`src/rtl/bsrq_pkg.sv`:
```
// ----------------------------------------------------------------------------
// bsrq_pkg
// Shared widths, codes and controller/datapath interface types for the
// block-sum range query store.
// ----------------------------------------------------------------------------
package bsrq_pkg;

   localparam int IDX_W      = 8;
   localparam int VAL_W      = 32;
   localparam int LEN_W      = 9;
   localparam int CNT_W      = IDX_W + 1;
   localparam int IDX_SPAN   = 2 ** IDX_W;
   localparam int DEF_DEPTH  = 256;
   localparam int DEF_BLOCKS = 256;

   localparam logic [LEN_W-1:0] LEN_RESET = 9'd16;

   localparam logic KIND_UPDATE = 1'b0;
   localparam logic KIND_QUERY  = 1'b1;

   typedef struct packed {
      logic load_item;
      logic div_step;
      logic upd_read;
      logic upd_write;
      logic walk_init;
      logic walk_rb;
      logic walk_step;
      logic clr_step;
      logic clr_elem;
      logic csr_write;
      logic rsp_load;
   } bsrq_cmd_type;

   typedef struct packed {
      logic kind_query;
      logic div_last;
      logic walk_done;
      logic clr_last;
      logic rsp_full;
   } bsrq_status_type;

endpackage

```
`src/rtl/bsrq_ctrl.sv`:
```
// ----------------------------------------------------------------------------
// bsrq_ctrl
// Sequencer for clearing, block-sum rebuild, updates and range queries.
// ----------------------------------------------------------------------------
module bsrq_ctrl (
   input  logic                       clock,
   input  logic                       reset,
   input  logic                       req_valid,
   output logic                       req_stall,
   input  logic                       csr_valid,
   output logic                       csr_ready,
   input  bsrq_pkg::bsrq_status_type  status,
   output bsrq_pkg::bsrq_cmd_type     cmd
);

   import bsrq_pkg::*;

   typedef enum logic [9:0] {
      ST_CLR_ALL = 10'b00_0000_0001,
      ST_IDLE    = 10'b00_0000_0010,
      ST_DIV     = 10'b00_0000_0100,
      ST_UPD_RD  = 10'b00_0000_1000,
      ST_UPD_WR  = 10'b00_0001_0000,
      ST_Q_INIT  = 10'b00_0010_0000,
      ST_Q_WALK  = 10'b00_0100_0000,
      ST_FINISH  = 10'b00_1000_0000,
      ST_RB_CLR  = 10'b01_0000_0000,
      ST_RB_WALK = 10'b10_0000_0000
   } state_type;

   state_type state_ff, state_in;

   always_comb begin
      state_in  = state_ff;
      cmd       = '0;
      req_stall = 1'b1;
      csr_ready = 1'b0;
      case (state_ff)
         ST_CLR_ALL: begin
            cmd.clr_step = 1'b1;
            cmd.clr_elem = 1'b1;
            if (status.clr_last) begin
               state_in = ST_IDLE;
            end
         end
         ST_IDLE: begin
            csr_ready = 1'b1;
            req_stall = csr_valid;
            if (csr_valid) begin
               cmd.csr_write = 1'b1;
               state_in      = ST_RB_CLR;
            end else if (req_valid) begin
               cmd.load_item = 1'b1;
               state_in      = ST_DIV;
            end
         end
         ST_DIV: begin
            cmd.div_step = 1'b1;
            if (status.div_last) begin
               state_in = status.kind_query ? ST_Q_INIT : ST_UPD_RD;
            end
         end
         ST_UPD_RD: begin
            cmd.upd_read = 1'b1;
            state_in     = ST_UPD_WR;
         end
         ST_UPD_WR: begin
            cmd.upd_write = 1'b1;
            state_in      = ST_IDLE;
         end
         ST_Q_INIT: begin
            cmd.walk_init = 1'b1;
            state_in      = ST_Q_WALK;
         end
         ST_Q_WALK: begin
            cmd.walk_step = 1'b1;
            if (status.walk_done) begin
               state_in = ST_FINISH;
            end
         end
         ST_FINISH: begin
            if (!status.rsp_full) begin
               cmd.rsp_load = 1'b1;
               state_in     = ST_IDLE;
            end
         end
         ST_RB_CLR: begin
            cmd.clr_step = 1'b1;
            if (status.clr_last) begin
               cmd.walk_init = 1'b1;
               cmd.walk_rb   = 1'b1;
               state_in      = ST_RB_WALK;
            end
         end
         ST_RB_WALK: begin
            cmd.walk_step = 1'b1;
            if (status.walk_done) begin
               state_in = ST_IDLE;
            end
         end
         default: begin
            state_in = ST_CLR_ALL;
         end
      endcase
   end

   always_ff @(posedge clock) begin
      if (reset) begin
         state_ff <= ST_CLR_ALL;
      end else begin
         state_ff <= state_in;
      end
   end

endmodule

```
`config.mk`:
```
export PLATFORM = sky130hd
export DESIGN_NAME = bsrq_ctrl
export DESIGN_NICKNAME = d
export VERILOG_FILES = /design/src/rtl/bsrq_pkg.sv /design/src/rtl/bsrq_ctrl.sv
export SDC_FILE = /design/constraint.sdc
export NUM_CORES = 1
export LEC_CHECK = 0
export BUFFER_PORTS_ARGS = -buffer_cell sky130_fd_sc_hd__buf_2
export CAP_MARGIN = 30
export CORE_MARGIN = 8
export CORE_UTILIZATION = 25
export CTS_BUF_LIST = sky130_fd_sc_hd__clkbuf_2
export DETAILED_ROUTE_END_ITERATION = 6
export GPL_ROUTABILITY_DRIVEN = 0
export GPL_TIMING_DRIVEN = 0
export PLACE_DENSITY_LB_ADDON = 0.15
export SYNTH_ARGS = -nofsm -noshare
export SYNTH_HDL_FRONTEND = slang
export SYNTH_SLANG_ARGS = --single-unit
```
`constraint.sdc`:
```
create_clock -name clock -period 2.4 [get_ports clock]
set_input_delay 0.48 -clock clock [delete_from_list [all_inputs] [get_ports clock]]
set_output_delay 0.48 -clock clock [all_outputs]
set_load 0.05 [all_outputs]
```
==> impl_results.md <==
- Cell Area, Placed: 1018 sq um
- Post-synth cell types: 35
- DRC viols: 0
- Post-synth top area cell: dfxtp_1
- Starting Density: 0.2552
- Largest cells by area after synthesis: dfxtp_1, nor2_1, clkbuf_8
- Maximum vdd drop: 0.3246 mV
- Post-layout min period: 2.371 ns
- Worst-path clk slew: ~0.10 ns
- GR Util met3: 0.01910
- Yosys warns: 0
- Largest regs: state_ff: 10 flops
- Final-report hold violation count: 0
- Die width: ~74 microns
- Initial antenna violation count: 0
- ANT nets after route: 0
- Critical Path End Type: output port
- Startpoint type of the worst setup path: register
- Final WS setup: ~0.029 ns
- Unrepaired setup endpoints after global routing: yes
- Crit-path max FO: 7
- WL per Instance: 14.16 microns
- Most frequent cells after synthesis: nor2_1, dfxtp_1, inv_1, nand2_1
- First-pass GRT wire length: 3898 microns
- Hold WC Path Type: in2reg
- Sequential fraction of the synthesis area: 0.2388
- Synthesized area: 838.3 sq um
- Fmax: around 420 MHz
- H-Tree Depth: 1
- Yosys reg bits: 10
- Setup Viol. Count Final: 0
- DIE AREA: 5462 sq um
- CTS Hold Bufs: 0
- Crit path from: state_ff[8]$_SDFFE_PP0P_
- Core ar.: approximately 3300 sq um
- Clock Skew: 0.006517 ns
- Max-cap violation count: 0
- RR Startpoint: state_ff[8]$_SDFFE_PP0P_
- PortBufs: 20
- Clk root buf: clkbuf_2
- Post-synth top area share: 0.2388
- Mapped Cells: 105
- CTS tree: built
- Routed WL: 2534 microns
- Worst reg2reg setup slack: 0.28 ns
- Outcome: finished clean
- Post-synth EDFFs: 0
- Worst setup path endpoint: cmd[6]
- Vias post-DR: between 900 and 1,000
- Worst path max stage delay: 0.60 ns
- Worst R2R End: state_ff[0]$_SDFFE_PP1P_
- Critical path arrival: 1.89 ns
- CTS Buf Count: 3
- Vias in the first global route: between 800 and 900
- # fillers: 360
- Tcrit/Tclk final: 0.9879
- Die Y: approximately 74 microns
- Slowest library cell on the worst path: or4_4
- Worst Max-Slew Pin Slew: 0.5704 ns
- Clock Path Buffers: 2
- Critical Path RT: about 1.9 ns
- WS Path Type: reg2out
- Post-Syn Nets: 114
- Fin. max-slew vios: 0
- Antenna diodes: 0
- P_leak: approximately 0.0005 uW
- Gr busiest metal: met2
- Pre-CTS setup slack: -0.04791 ns
- Clock Latency Late Sink: 0.25 ns
- Max reg flops: 10
- Crit path depth: 5
- Share of layout cells above drive strength 1: 0.3985
- Final instance area: 1162 sq um
- DR pass1 iterations: 4
- Most flops, register: state_ff
- Hpwl dp: about 1900 microns
- Remaining global-route overflow: 0
- Pin count of the biggest net entering global routing: 11
- Power per cell area: approximately 850 nW/um^2
- IO Pins: 22
- Critical path, cell by cell: or4_4 -> nor3_4 -> nand4b_1 -> nand2_1 -> buf_6
- Worst slew margin: 0.6168
- Iteration-0 DRC Markers: 57
- Post-synth top flop: dfxtp_1
- Buf/Inv on CP: 1
- Grt met2 use: 0.1631
- Syn Area/Cell: 7.984 sq um
- Crit-path leading delay family: simple AND/OR/NAND/NOR gates
- R2R cell count: 5
- Async set-reset flop share out of synthesis: 0
- GR Util met1: 0.1025
- # rows: 21
- Clk sinks: 10
- Area Overhead vs Synth: 38.66%
- Top-count cell post-synth: nor2_1
- Nets: 144
- Drt via density: 5.089
- Gr usage total: 0.09260
## routing by layer
metal  vias to the layer above  wire length [microns]
li1                        443                      -
met1                       442                   1039
met2                        24                   1370
met3                         2                    110
met4                         0                     14
met5                         -                      0
## placed cells by master (no fill, tap or decap), types with 2 or more instances in the layout
master / count
a21oi_1: 3
a22oi_1: 2
and4b_1: 2
buf_2: 11
buf_4: 12
buf_6: 4
clkbuf_2: 3
clkbuf_8: 3
dfxtp_1: 6
dfxtp_2: 2
dfxtp_4: 2
inv_1: 7
nand2_1: 6
nand2b_1: 2
nand4b_1: 3
nor2_1: 16
nor3_4: 2
nor3b_1: 5
nor4_4: 2
nor4b_1: 3
o2111ai_1: 3
o21a_1: 5
o21ai_0: 3
o21ai_2: 2
or4_4: 2
xor2_1: 4
## power by group
part,internal (uW),switching (uW)
logic,247,387
registers,199,65.9
clock network,34.1,56.9
total,480,510
## metrics by stage
stage                     instances  utilization  power (uW)  hold WS [ns]    TNS (ns)
after floorplan                 105            -       728.3        0.6107     -0.1232
after detailed placement        171       0.3101       851.9        0.6538    -0.04791
after global placement          171       0.3101       859.0        0.6533    -0.04693
after global routing            179       0.3539        1058        0.4741    -0.05702
after CTS                       177       0.3398       983.4        0.4856  -0.0005398
final                           179       0.3539       989.8        0.4974           0
## final cells by class
cell class,instances,area [sq um],area share
timing repair buffer,28,197.7,0.1701
inverter,7,26.28,0.02261
multi-input combinational,81,604.3,0.5199
tap,46,57.56,0.04952
clock buffer,3,15.01,0.01292
sequential,10,210.2,0.1808
buffer,4,51.30,0.04413
## timing repair
| action | CTS | global route |
|---|---|---|
| setup endpoints to repair | 12 | 12 |
| hold endpoints to repair | 0 | 0 |
| pin swaps | 4 | 7 |
| gates resized for setup | 15 | 16 |
| setup buffers | 3 | 5 |
## cell families (layout without fill, tap and decap cells)
group,after synthesis,after routing,synth area share
flops,10,10,0.2388
buf+inv,14,42,0.1358
simple gates,54,54,0.3836
compound gates,22,22,0.1881
xor+xnor,4,4,0.04179
mux,1,1,0.01194
## worst min-delay path by stage
stage	startpoint	end	slack, ns	cells after the start
2_1_floorplan	state_ff[1]$_SDFFE_PP0P_	state_ff[1]$_SDFFE_PP0P_	0.61	3
6_report	status[4]	state_ff[5]$_SDFFE_PP0P_	0.50	2
3_3_place_gp	state_ff[1]$_SDFFE_PP0P_	state_ff[1]$_SDFFE_PP0P_	0.65	3
3_5_place_dp	state_ff[1]$_SDFFE_PP0P_	state_ff[1]$_SDFFE_PP0P_	0.65	3
5_1_grt	status[4]	state_ff[5]$_SDFFE_PP0P_	0.47	2
4_1_cts	status[4]	state_ff[5]$_SDFFE_PP0P_	0.49	2
Power figures use the tool's default switching activity.
